--- src/rtl/bptc_pkg.sv ---
`timescale 1ns / 1ps
`default_nettype none
package bptc_pkg;

  localparam int SampleW = 24;
  localparam int ScaledW = 26;
  localparam int TempW   = 21;
  localparam int PresW   = 24;
  localparam int CfgIdxW = 3;
  localparam int CfgW    = 24;

  // floor(2^28 / 15); a product by it under-estimates y / 15 by less than one.
  localparam logic [24:0] Recip15 = 25'd17895697;
  localparam int RecipShift = 28;

  localparam logic [CfgIdxW-1:0] REG_TEMP_COEFFS = 3'd0;
  localparam logic [CfgIdxW-1:0] REG_C00         = 3'd1;
  localparam logic [CfgIdxW-1:0] REG_C10         = 3'd2;
  localparam logic [CfgIdxW-1:0] REG_C01         = 3'd3;
  localparam logic [CfgIdxW-1:0] REG_C11         = 3'd4;
  localparam logic [CfgIdxW-1:0] REG_C20         = 3'd5;
  localparam logic [CfgIdxW-1:0] REG_C21         = 3'd6;
  localparam logic [CfgIdxW-1:0] REG_C30         = 3'd7;

  typedef struct packed {
    logic [11:0] c0;
    logic [11:0] c1;
    logic [19:0] c00;
    logic [19:0] c10;
    logic [15:0] c01;
    logic [15:0] c11;
    logic [15:0] c20;
    logic [15:0] c21;
    logic [15:0] c30;
  } bptc_coeffs_t;

  typedef struct packed {
    logic [ScaledW-1:0] ps;
    logic [ScaledW-1:0] ts;
  } bptc_scaled_t;

endpackage
`default_nettype wire

--- src/rtl/bptc_queue.sv ---
`timescale 1ns / 1ps
`default_nettype none
module bptc_queue import bptc_pkg::*; #(
  parameter int DEPTH = 4
) (
  input  wire logic         clk,
  input  wire logic         rst_n,
  input  wire logic         push,
  input  wire bptc_scaled_t push_data,
  output logic              full,
  input  wire logic         pop,
  output bptc_scaled_t      pop_data,
  output logic              empty
);

  localparam int PtrW = (DEPTH > 1) ? $clog2(DEPTH) : 1;
  localparam int CntW = $clog2(DEPTH + 1);

  bptc_scaled_t  mem [DEPTH];
  logic [PtrW-1:0] wr_ptr_r, rd_ptr_r;
  logic [CntW-1:0] count_r;

  assign full     = (count_r == CntW'(DEPTH));
  assign empty    = (count_r == '0);
  assign pop_data = mem[rd_ptr_r];

  always_ff @(posedge clk) begin
    if (push) mem[wr_ptr_r] <= push_data;
  end

  always_ff @(posedge clk) begin
    if (!rst_n) begin
      wr_ptr_r <= '0;
      rd_ptr_r <= '0;
      count_r  <= '0;
    end else begin
      if (push) wr_ptr_r <= (wr_ptr_r == PtrW'(DEPTH - 1)) ? '0 : wr_ptr_r + 1'b1;
      if (pop)  rd_ptr_r <= (rd_ptr_r == PtrW'(DEPTH - 1)) ? '0 : rd_ptr_r + 1'b1;
      if (push && !pop)      count_r <= count_r + 1'b1;
      else if (pop && !push) count_r <= count_r - 1'b1;
    end
  end

endmodule
`default_nettype wire

--- config.mk ---
export PLATFORM = sky130hd
export DESIGN_NAME = bptc_queue
export DESIGN_NICKNAME = d
export VERILOG_FILES = /design/src/rtl/bptc_pkg.sv /design/src/rtl/bptc_queue.sv
export SDC_FILE = /design/constraint.sdc
export NUM_CORES = 1
export LEC_CHECK = 0
export ABC_CLOCK_PERIOD_IN_PS = 2300
export BUFFER_PORTS_ARGS = -buffer_cell sky130_fd_sc_hd__buf_2
export CORE_ASPECT_RATIO = 0.75
export CORE_MARGIN = 10
export CORE_UTILIZATION = 30
export CTS_CLUSTER_DIAMETER = 30
export CTS_CLUSTER_SIZE = 8
export DETAILED_ROUTE_END_ITERATION = 10
export PLACE_DENSITY = 0.61
export SETUP_SLACK_MARGIN = 0.02
export SLEW_MARGIN = 30
export SYNTH_ARGS = -nofsm -noshare
export SYNTH_HDL_FRONTEND = slang
export SYNTH_SLANG_ARGS = --single-unit
--- constraint.sdc ---
create_clock -name clk -period 2.3 [get_ports clk]
set_clock_uncertainty 0.15 [all_clocks]
set_input_delay 0.23 -clock clk [delete_from_list [all_inputs] [get_ports clk]]
set_output_delay 0.23 -clock clk [all_outputs]
set_load 0.01 [all_outputs]
==> summary.log <==
qor: synth.post-synth-top-area-cell sky130_fd_sc_hd__edfxtp_1
qor: global_routing.gr-total-overflow 0
qor: job.cap_viol_max_count 0
qor: global_routing.first_pass_grt_wire_length 25.75 mm
qor: critical_path.critPathCapture pop_data[39]
qor: synth.ys_dominant_reg_cell sky130_fd_sc_hd__edfxtp_1
qor: layout.final_core_util 42.99%
qor: critical_path.critPathMaxFanout 20
qor: synth.syn_area_per_cell 25.39 sq um
qor: drt.detail_route.first_pass.iterations 4
qor: clock_network.cts_made_buffers 42
qor: critical_path.worst_r2r_path_depth 3
qor: synth.synth_cell_types 23
qor: floorplan.fp.dieW 208.8 um
qor: floorplan.die_height 161.6 um
qor: sta.timing.max_slew.rel_slack 63.33%
qor: placed_design.number_of_buffer_cells_added_on_primary_ports 109
qor: hold_path.holdCritPathClass in2reg
qor: critical_path.setup.worst_path.start_class flop
qor: floorplan.core 0.02616 sq mm
qor: clock_network.cts.root.buffer_cell sky130_fd_sc_hd__clkbuf_16
qor: clock_network.setup_bufs_post_cts 0
qor: synth.ys_warn_count 0
qor: critical_path.r2r-end mem[3][9]$_DFFE_PP_
qor: synth.synth_cells 316
qor: critical_path.end_kind output pin
qor: synth.synth.net_count 379
qor: critical_path.required_time_at_the_endpoint_of_the_critical_path 1.92 ns
qor: outcome.outcome completed
qor: layout.final_common_cell sky130_fd_sc_hd__edfxtp_1
qor: synth.synth-edff-count 208
qor: sta.hold_violations 0
qor: synth.synth_seq_area_share 80.10%
qor: clock_network.cts_tree yes
qor: sta.post-route-min-period 2.235 ns
qor: sta.grt_setup_unrepaired yes
qor: critical_path.timing_worst_setup_path_type reg2out
qor: drt.vias 3,971
qor: placed_design.placedCellCount 769
qor: synth.synth.top_cell.area_share 77.85%
qor: drt.dr.first_iter.drc_count 189
qor: power_and_ir_drop.vdd.ir_drop.worst 0.6524 mV
qor: synth.postSynthRegisterBits 217
qor: drt.detail_route.wirelength 16.81 mm
qor: drt.vias_per_inst 4.402
qor: sta.worst_pin_slew 0.5500 ns
qor: placed_design.routabilityCongestion 0.7042
qor: power_and_ir_drop.leakagePower 3.925 nW
qor: layout.layout-drive-gt1-share 42.81%
qor: placed_design.hpwl 9.796 mm
qor: clock_network.count_of_clock_tree_sinks 217
qor: sta.finalSetupViolations 0
qor: global_routing.grt_usage 9.825%
qor: floorplan.dieArea 0.03375 sq mm
qor: layout.commonest_non_fill_non_tap_cells_in_the_layout 208 x sky130_fd_sc_hd__edfxtp_1, 64 x sky130_fd_sc_hd__buf_2, 56 x sky130_fd_sc_hd__dlygate4sd3_1, 52 x sky130_fd_sc_hd__mux4_2
qor: hold_path.worst_hold_path.num_cells 2
qor: floorplan.placementRows 51
qor: power_and_ir_drop.pwr_density_cell 1018 mW/mm^2
qor: layout.layout-area-overhead-vs-synth 40.21%
qor: sta.whs 0.3200 ns
qor: critical_path.reg2reg_slack 0.53 ns
qor: floorplan.floorplan.initialDensity 30.66%
qor: synth.syn-cell-area 0.008023 sq mm
qor: drt.post-route-drc-count 0
qor: clock_network.cts_max_level 2
qor: drt.wl_per_cell 18.63 um
qor: critical_path.worst_ep_arrival_time 1.85 ns
qor: clock_network.clk-insertion-delay-late 0.51 ns
qor: layout.final_instance_count_excl_fillers 902
qor: synth.yosys-top-cells-area sky130_fd_sc_hd__edfxtp_1 78%, sky130_fd_sc_hd__mux4_2 14%, sky130_fd_sc_hd__dfxtp_1 2.2%
qor: sta.final_max_slew_viol_count 0
qor: power_and_ir_drop.finalPower 11.45 mW
qor: global_routing.antenna_found_initial 2
qor: critical_path.regToRegStartpoint wr_ptr_r[0]$_SDFFE_PN0P_
qor: global_routing.grt_pass1_vias 4,490
qor: clock_network.clk_pin_slew_worst_paths 0.04 ns
qor: floorplan.num_io_pins 110
qor: global_routing.grt_start_max_net_pins 35
qor: drt.ant_nets 0
qor: sta.fin_crit_sh 97.17%
qor: clock_network.max-clock-path-buffers 3
qor: layout.finish.net_count 589
qor: synth.async_sr_flop_fraction 0%
qor: sta.timing.fmax 0.4475 GHz
[critical path, stage by stage (launching register included)]
cell and delay (ns):
sky130_fd_sc_hd__dfxtp_4 0.41, sky130_fd_sc_hd__buf_12 0.22, sky130_fd_sc_hd__mux4_2 0.54, sky130_fd_sc_hd__buf_2 0.17
[layer usage]
| metal | up-vias | part of all wire [%] | GRT usage (%) |
|---|---|---|---|
| li1 | 1787 | - | - |
| met1 | 2032 | 40 | 10.81 |
| met2 | 115 | 51 | 16.81 |
| met3 | 37 | 6.7 | 3.700 |
| met4 | 0 | 2.4 | 4.078 |
| met5 | - | 0 | 0 |
[cell type report]
cell class	instances	area, sq um
sequential	217	6431
timing repair buffer	178	1539
inverter	4	15.01
clock inverter	22	236.5
multi-input combinational	83	1439
antenna	2	5.005
tap	344	430.4
clock buffer	52	1152
fill	2267	14910
[cells by family after synthesis]
kind of cell / share of synthesized area [%]
fa+ha+maj: 1.185
buf+inv: 1.934
compound gates: 0.2495
xor+xnor: 0.2184
flops: 80.10
simple gates: 1.123
mux: 15.19
[flip-flops by register name, indices dropped and copies added (netlist names), named ones only]
name / flops
rd_ptr_r: 2
count_r: 3
mem: 208
wr_ptr_r: 2
[per-stage QoR]
| step | cell area, sq um | setup WS, ns | setup TNS, ns |
|---|---|---|---|
| 2_1_floorplan | 8028 | 0.5059 | 0 |
| 3_3_place_gp | 8984 | 0.4410 | 0 |
| 3_5_place_dp | 8984 | 0.4231 | 0 |
| 4_1_cts | 11070 | -0.02336 | -0.1309 |
| 5_1_grt | 11250 | -0.02524 | -0.08523 |
| 6_report | 11250 | 0.06512 | 0 |
[worst min-delay path by stage]
stage	from	endpoint	slack (ns)
3_5_place_dp	push_data[16]	mem[1][16]$_DFFE_PP_	0.30
2_1_floorplan	push_data[0]	mem[0][0]$_DFFE_PP_	0.18
3_3_place_gp	push_data[0]	mem[0][0]$_DFFE_PP_	0.29
4_1_cts	push_data[0]	mem[0][0]$_DFFE_PP_	0.30
6_report	push_data[0]	mem[0][0]$_DFFE_PP_	0.32
5_1_grt	push_data[27]	mem[2][27]$_DFFE_PP_	0.30
[synth_stat cells, drive strengths merged, types with 2 or more instances]
cell and count:
inv 4, mux2i 4, mux4 52, ha 6, edfxtp 208, dfxtp 9, nor3 2, and2 5
nor2b 5, buf 11
[what timing repair did]
action,CTS,global route
cloned,0,1
endpoints found under the hold margin,217,0
endpoints found under the setup margin,34,32
resized for setup,27,28
hold buffers,56,0
[power breakdown]
group	internal (mW)	switching, mW
Clock	4.06	1.80
Sequential	4.54	0.0522
Combinational	0.537	0.455
Total	9.14	2.31
Power figures use the tool's default switching activity.
