--- config.mk ---
export PLATFORM = sky130hd
export DESIGN_NAME = bptc_front
export DESIGN_NICKNAME = d
export VERILOG_FILES = /design/src/rtl/bptc_pkg.sv /design/src/rtl/bptc_front.sv
export SDC_FILE = /design/constraint.sdc
export NUM_CORES = 1
export LEC_CHECK = 0
export ABC_AREA = 1
export BUFFER_PORTS_ARGS = -buffer_cell sky130_fd_sc_hd__buf_2
export CAP_MARGIN = 20
export CORE_MARGIN = 1
export CORE_UTILIZATION = 30
export DETAILED_ROUTE_END_ITERATION = 6
export GPL_TIMING_DRIVEN = 0
export PLACE_DENSITY = 0.55
export SLEW_MARGIN = 20
export SYNTH_ARGS = -nofsm -noshare
export SYNTH_HDL_FRONTEND = slang
export SYNTH_SLANG_ARGS = --single-unit
--- constraint.sdc ---
create_clock -name clk -period 8.25 [get_ports clk]
set_input_delay 0.825 -clock clk [delete_from_list [all_inputs] [get_ports clk]]
set_output_delay 0.825 -clock clk [all_outputs]
set_load 0.01 [all_outputs]
--- src/rtl/bptc_pkg.sv ---
`timescale 1ns / 1ps
`default_nettype none
package bptc_pkg;

  localparam int SampleW = 24;
  localparam int ScaledW = 26;
  localparam int TempW   = 21;
  localparam int PresW   = 24;
  localparam int CfgIdxW = 3;
  localparam int CfgW    = 24;

  // floor(2^28 / 15); a product by it under-estimates y / 15 by less than one.
  localparam logic [24:0] Recip15 = 25'd17895697;
  localparam int RecipShift = 28;

  localparam logic [CfgIdxW-1:0] REG_TEMP_COEFFS = 3'd0;
  localparam logic [CfgIdxW-1:0] REG_C00         = 3'd1;
  localparam logic [CfgIdxW-1:0] REG_C10         = 3'd2;
  localparam logic [CfgIdxW-1:0] REG_C01         = 3'd3;
  localparam logic [CfgIdxW-1:0] REG_C11         = 3'd4;
  localparam logic [CfgIdxW-1:0] REG_C20         = 3'd5;
  localparam logic [CfgIdxW-1:0] REG_C21         = 3'd6;
  localparam logic [CfgIdxW-1:0] REG_C30         = 3'd7;

  typedef struct packed {
    logic [11:0] c0;
    logic [11:0] c1;
    logic [19:0] c00;
    logic [19:0] c10;
    logic [15:0] c01;
    logic [15:0] c11;
    logic [15:0] c20;
    logic [15:0] c21;
    logic [15:0] c30;
  } bptc_coeffs_t;

  typedef struct packed {
    logic [ScaledW-1:0] ps;
    logic [ScaledW-1:0] ts;
  } bptc_scaled_t;

endpackage
`default_nettype wire

--- src/rtl/bptc_front.sv ---
`timescale 1ns / 1ps
`default_nettype none
module bptc_front import bptc_pkg::*; (
  input  wire logic               clk,
  input  wire logic               rst_n,
  input  wire logic               in_valid,
  output logic                    in_stall,
  input  wire logic [SampleW-1:0] pressure_sample,
  input  wire logic [SampleW-1:0] temperature_sample,
  input  wire logic               q_full,
  output logic                    q_push,
  output bptc_scaled_t            q_data
);

  localparam int YW = SampleW + 5;

  logic               v1_r, v2_r;
  logic               en1, en2;
  logic [SampleW-1:0] p_mag, t_mag;
  logic [YW-1:0]      p_y, t_y;
  logic [53:0]        p_prod, t_prod;
  logic [YW-1:0]      p_y_r, t_y_r;
  logic [ScaledW-1:0] p_q0_r, t_q0_r;
  logic               p_neg_r, t_neg_r;
  logic [ScaledW-1:0] ps_nxt, ts_nxt;
  bptc_scaled_t       out_r;

  // Rounded |raw| * 32 / 15 is floor((|raw| * 32 + 7) / 15).
  assign p_mag  = pressure_sample[SampleW-1] ? (~pressure_sample + 1'b1) : pressure_sample;
  assign t_mag  = temperature_sample[SampleW-1] ?
                  (~temperature_sample + 1'b1) : temperature_sample;
  assign p_y    = {p_mag, 5'b00111};
  assign t_y    = {t_mag, 5'b00111};
  assign p_prod = 54'(p_y) * 54'(Recip15);
  assign t_prod = 54'(t_y) * 54'(Recip15);

  function automatic logic [ScaledW-1:0] fix_q(input logic [YW-1:0] y,
                                               input logic [ScaledW-1:0] q0,
                                               input logic neg);
    logic [ScaledW+3:0] q15;
    logic [ScaledW+3:0] r;
    logic [ScaledW-1:0] q;
    q15 = {q0, 4'b0000} - {4'b0000, q0};
    r   = (ScaledW+4)'(y) - q15;
    q   = (r >= (ScaledW+4)'(15)) ? q0 + 1'b1 : q0;
    return neg ? (~q + 1'b1) : q;
  endfunction

  assign ps_nxt = fix_q(p_y_r, p_q0_r, p_neg_r);
  assign ts_nxt = fix_q(t_y_r, t_q0_r, t_neg_r);

  assign en2      = !v2_r || !q_full;
  assign en1      = !v1_r || en2;
  assign in_stall = !en1;
  assign q_push   = v2_r && !q_full;
  assign q_data   = out_r;

  always_ff @(posedge clk) begin
    if (!rst_n) begin
      v1_r <= 1'b0;
      v2_r <= 1'b0;
    end else begin
      if (en1) v1_r <= in_valid;
      if (en2) v2_r <= v1_r;
    end
  end

  always_ff @(posedge clk) begin
    if (en1 && in_valid) begin
      p_y_r   <= p_y;
      t_y_r   <= t_y;
      p_q0_r  <= p_prod[RecipShift +: ScaledW];
      t_q0_r  <= t_prod[RecipShift +: ScaledW];
      p_neg_r <= pressure_sample[SampleW-1];
      t_neg_r <= temperature_sample[SampleW-1];
    end
    if (en2 && v1_r) begin
      out_r.ps <= ps_nxt;
      out_r.ts <= ts_nxt;
    end
  end

endmodule
`default_nettype wire

==> key figures <==
Placed design
  • Final HPWL DP: 71200 microns
  • PortBufs: 105
  • GPL Wtd Cong: 0.920
  • # placed instances: 5351

Logic synthesis
  • Post-synth EDFFs: 154
  • Post-synth ARST share: 0%
  • Synth warnings: 0
  • Synth Area in XOR/XNOR: 5.46%
  • Largest family of logic cells by synthesized area: adder cells
  • Cell taking the most area after synthesis: ha_1
  • Post-Synth Simple-Gate Area: 25.1%
  • Largest cells by area after synthesis: ha_1 19%, edfxtp_1 16%, fa_1 15%, inv_1 13%, nand2_1 12%
  • Syn Area/Cell: 7.22 sq um
  • Post-synthesis mux area share: 0%
  • Post-synthesis compound-gate area fraction: 5.52%
  • Seq/Total Area, Yosys: 16.3%
  • Mapped Cells: 3974
  • Mapped Area: 28700 sq um
  • Yosys top cell area share: 18.9%
  • Register bit total from synthesis: 156
  • Synth Area in Adders: 34.2%
  • Netlist cell types: 51
  • Post-synth top flop: edfxtp_1
  • Synthesized net count: 4678

Hold path
  • Hold Crit Depth: 2
  • Hold Path End: v2_r$_SDFFE_PN0P_
  • Worst hold path class: reg -> reg
  • Worst hold path startpoint: v2_r$_SDFFE_PN0P_

Floorplan
  • Die Span Y: 311 microns
  • I/O pin cnt: 106
  • Die ar.: 96900 sq um
  • Core Area: 94900 sq um
  • FP Rows: 113
  • Horiz. Die Dim: 311 microns
  • Initial Util: 30.2%

Setup path
  • CP max-delay cell: xor2_1
  • CP Class: in -> reg
  • Crit start category: input port
  • CP delay by family, top: adder cells
  • WP data arrival: 7970 ps
  • CP dominant cell by count: nand2_1
  • Largest stage delay on the critical path: 780 ps
  • R2r setup slk: 3330 ps
  • Worst Path Max Fanout: 10
  • Worst reg2reg path depth: 24
  • Crit path capture type: register
  • Worst R2R Start: p_q0_r[11]$_DFFE_PP_
  • Terminus of the critical flop-to-flop path: q_data[38]$_DFFE_PP_
  • CP required: 8530 ps
  • Worst path bufs/invs: 5

CTS
  • CTS tree: done
  • CTS Sinks: 156
  • Clock slew at reported path FFs: 80 ps
  • CTS root buffer: clkbuf_16
  • Worst-case clock buffer depth: 2
  • # hold bufs at CTS: 0
  • H-tree depth: 4
  • Clk_lat worst skew: 490 ps
  • CTS Buf Count: 17

Timing
  • Slew HR: 25.3%
  • F_max: 130 MHz
  • Tcrit/Tclk final: 93.3%
  • Final Critical Period: 7690 ps
  • Clock Skews: 21.0 ps
  • RSZ-0062 raised after global routing: false
  • Max-slew violations: 0
  • Finish-stage setup viols: 0
  • Slew @ Worst Pin: 1120 ps
  • Final Hold Viols: 0
  • Setup TNS: 0 ps

Detailed routing
  • Drt pass-1 iters: 7
  • Wirelength per Cell: 15.2 microns
  • DRT antenna net count: 0
  • DRC: 0
  • Routed WL: 81800 microns
  • Drt initial violations: 1559
  • Vias: 24700
  • DR vias/cell: 4.57

Final layout
  • Antenna diodes: 0
  • Non-Filler Instances: 5393
  • Layout area overhead: 10.4%
  • Fin util: 33.4%
  • Final Net Count: 4819
  • Share of layout cells above drive strength 1: 6.30%

Global route
  • GRT Resource Usage Total: 17.2%
  • Antenna violations before repair: 1
  • Remaining global-route overflow: 0
  • First-pass GRT wire length: 131000 microns
  • Largest net degree at the start of global routing: 53
  • Vias in the first global route: 24100

Run
  • Max-cap viol count: 0

Run status
  • Status: complete, no violations
logic make-up (layout without fill, tap and decap cells):
group | after synthesis | count (layout)
flops | 156 | 156
xor+xnor | 179 | 179
fa+ha+maj | 652 | 652
compound gates | 281 | 281
buf+inv | 1020 | 1174
simple gates | 1686 | 1686
layer usage:
metal	GRT usage [%]	wire (microns)	part of all wire, %	up-vias
li1	-	-	-	12700
met1	24.6	40900	50	11400
met2	27.6	36300	44	493
met3	1.68	3120	3.8	86
met4	4.19	1510	1.8	2
met5	0	13	0.016	-
registers in the layout (all words and copies together), names as in the netlist, 24 cells and up:
name	flops
q_data	52
p_y_r	24
t_y_r	24
p_q0_r	26
t_q0_r	26
layout by cell type (no fill, tap or decap), drive strengths merged, types with 4 or more instances in the layout:
master,instances
inv,998
nand2,974
ha,433
nor2,360
fa,219
edfxtp,154
nand3,146
xor2,143
buf,141
a21oi,138
nand4,107
o21ai,70
nor3,48
xnor2,36
a31oi,26
clkbuf,24
nor4,19
nand3b,15
o21a,8
clkinv,8
o31ai,7
o21bai,7
and2,6
or2,5
a21o,5
o211ai,4
repair_timing:
action,CTS,global route
gates resized for setup,1,11
pin swaps,0,4
setup endpoints to repair,1,20
setup buffers,0,10
tightest hold or removal path: cells and delay by family, from the launching register on:
kind,cells,cell delay [ps]
flip-flops,1,350
AO/OA/AOI/OAI,1,60
AND/OR/NAND/NOR,1,90
synth_stat cells (all sizes together) (3+ instances only):
cell,instances
edfxtp,154
fa,219
inv,992
a21o,5
a31oi,26
and2,6
nor2,360
nand4,107
a211oi,3
a21boi,3
o211ai,4
a21oi,138
nand2,974
nand3b,15
nor3,48
o21ai,70
nand3,146
ha,433
clkbuf,7
o31ai,7
xnor2,36
nor4,19
xor2,143
o21a,8
o2111ai,3
o21bai,7
buf,19
or2,5
area by class of cell:
class	count	area, sq um
repair buffers	122	708
clock inverters	15	169
well taps	1265	1580
inverters	994	3740
multi-input cells	2798	20200
plain buffers	26	130
fillers	10300	63200
clock buffers	17	425
flip-flops and latches	156	4660
worst max-delay path by stage:
stage / to / cells past startpoint / start
global route: p_q0_r[25]$_DFFE_PP_ / 26 / pressure_sample[23]
finish: p_q0_r[25]$_DFFE_PP_ / 26 / pressure_sample[23]
global placement: p_q0_r[24]$_DFFE_PP_ / 32 / pressure_sample[0]
detailed placement: p_q0_r[25]$_DFFE_PP_ / 34 / pressure_sample[0]
floorplan: p_q0_r[24]$_DFFE_PP_ / 31 / pressure_sample[0]
CTS: t_q0_r[22]$_DFFE_PP_ / 34 / temperature_sample[0]
stage by stage:
stage | area, sq um | worst slack (ps) | hold WS, ps
after floorplan | 28700 | 1210 | 453
after global placement | 30800 | -530 | 469
after detailed placement | 30900 | -499 | 541
after CTS | 31500 | 87.2 | 553
after global routing | 31700 | 1.83 | 600
final | 31700 | 556 | 547
Power is left out: the tool's default activity adds up to more than one toggle a clock period on the data nets, which glitch-free logic cannot reach.
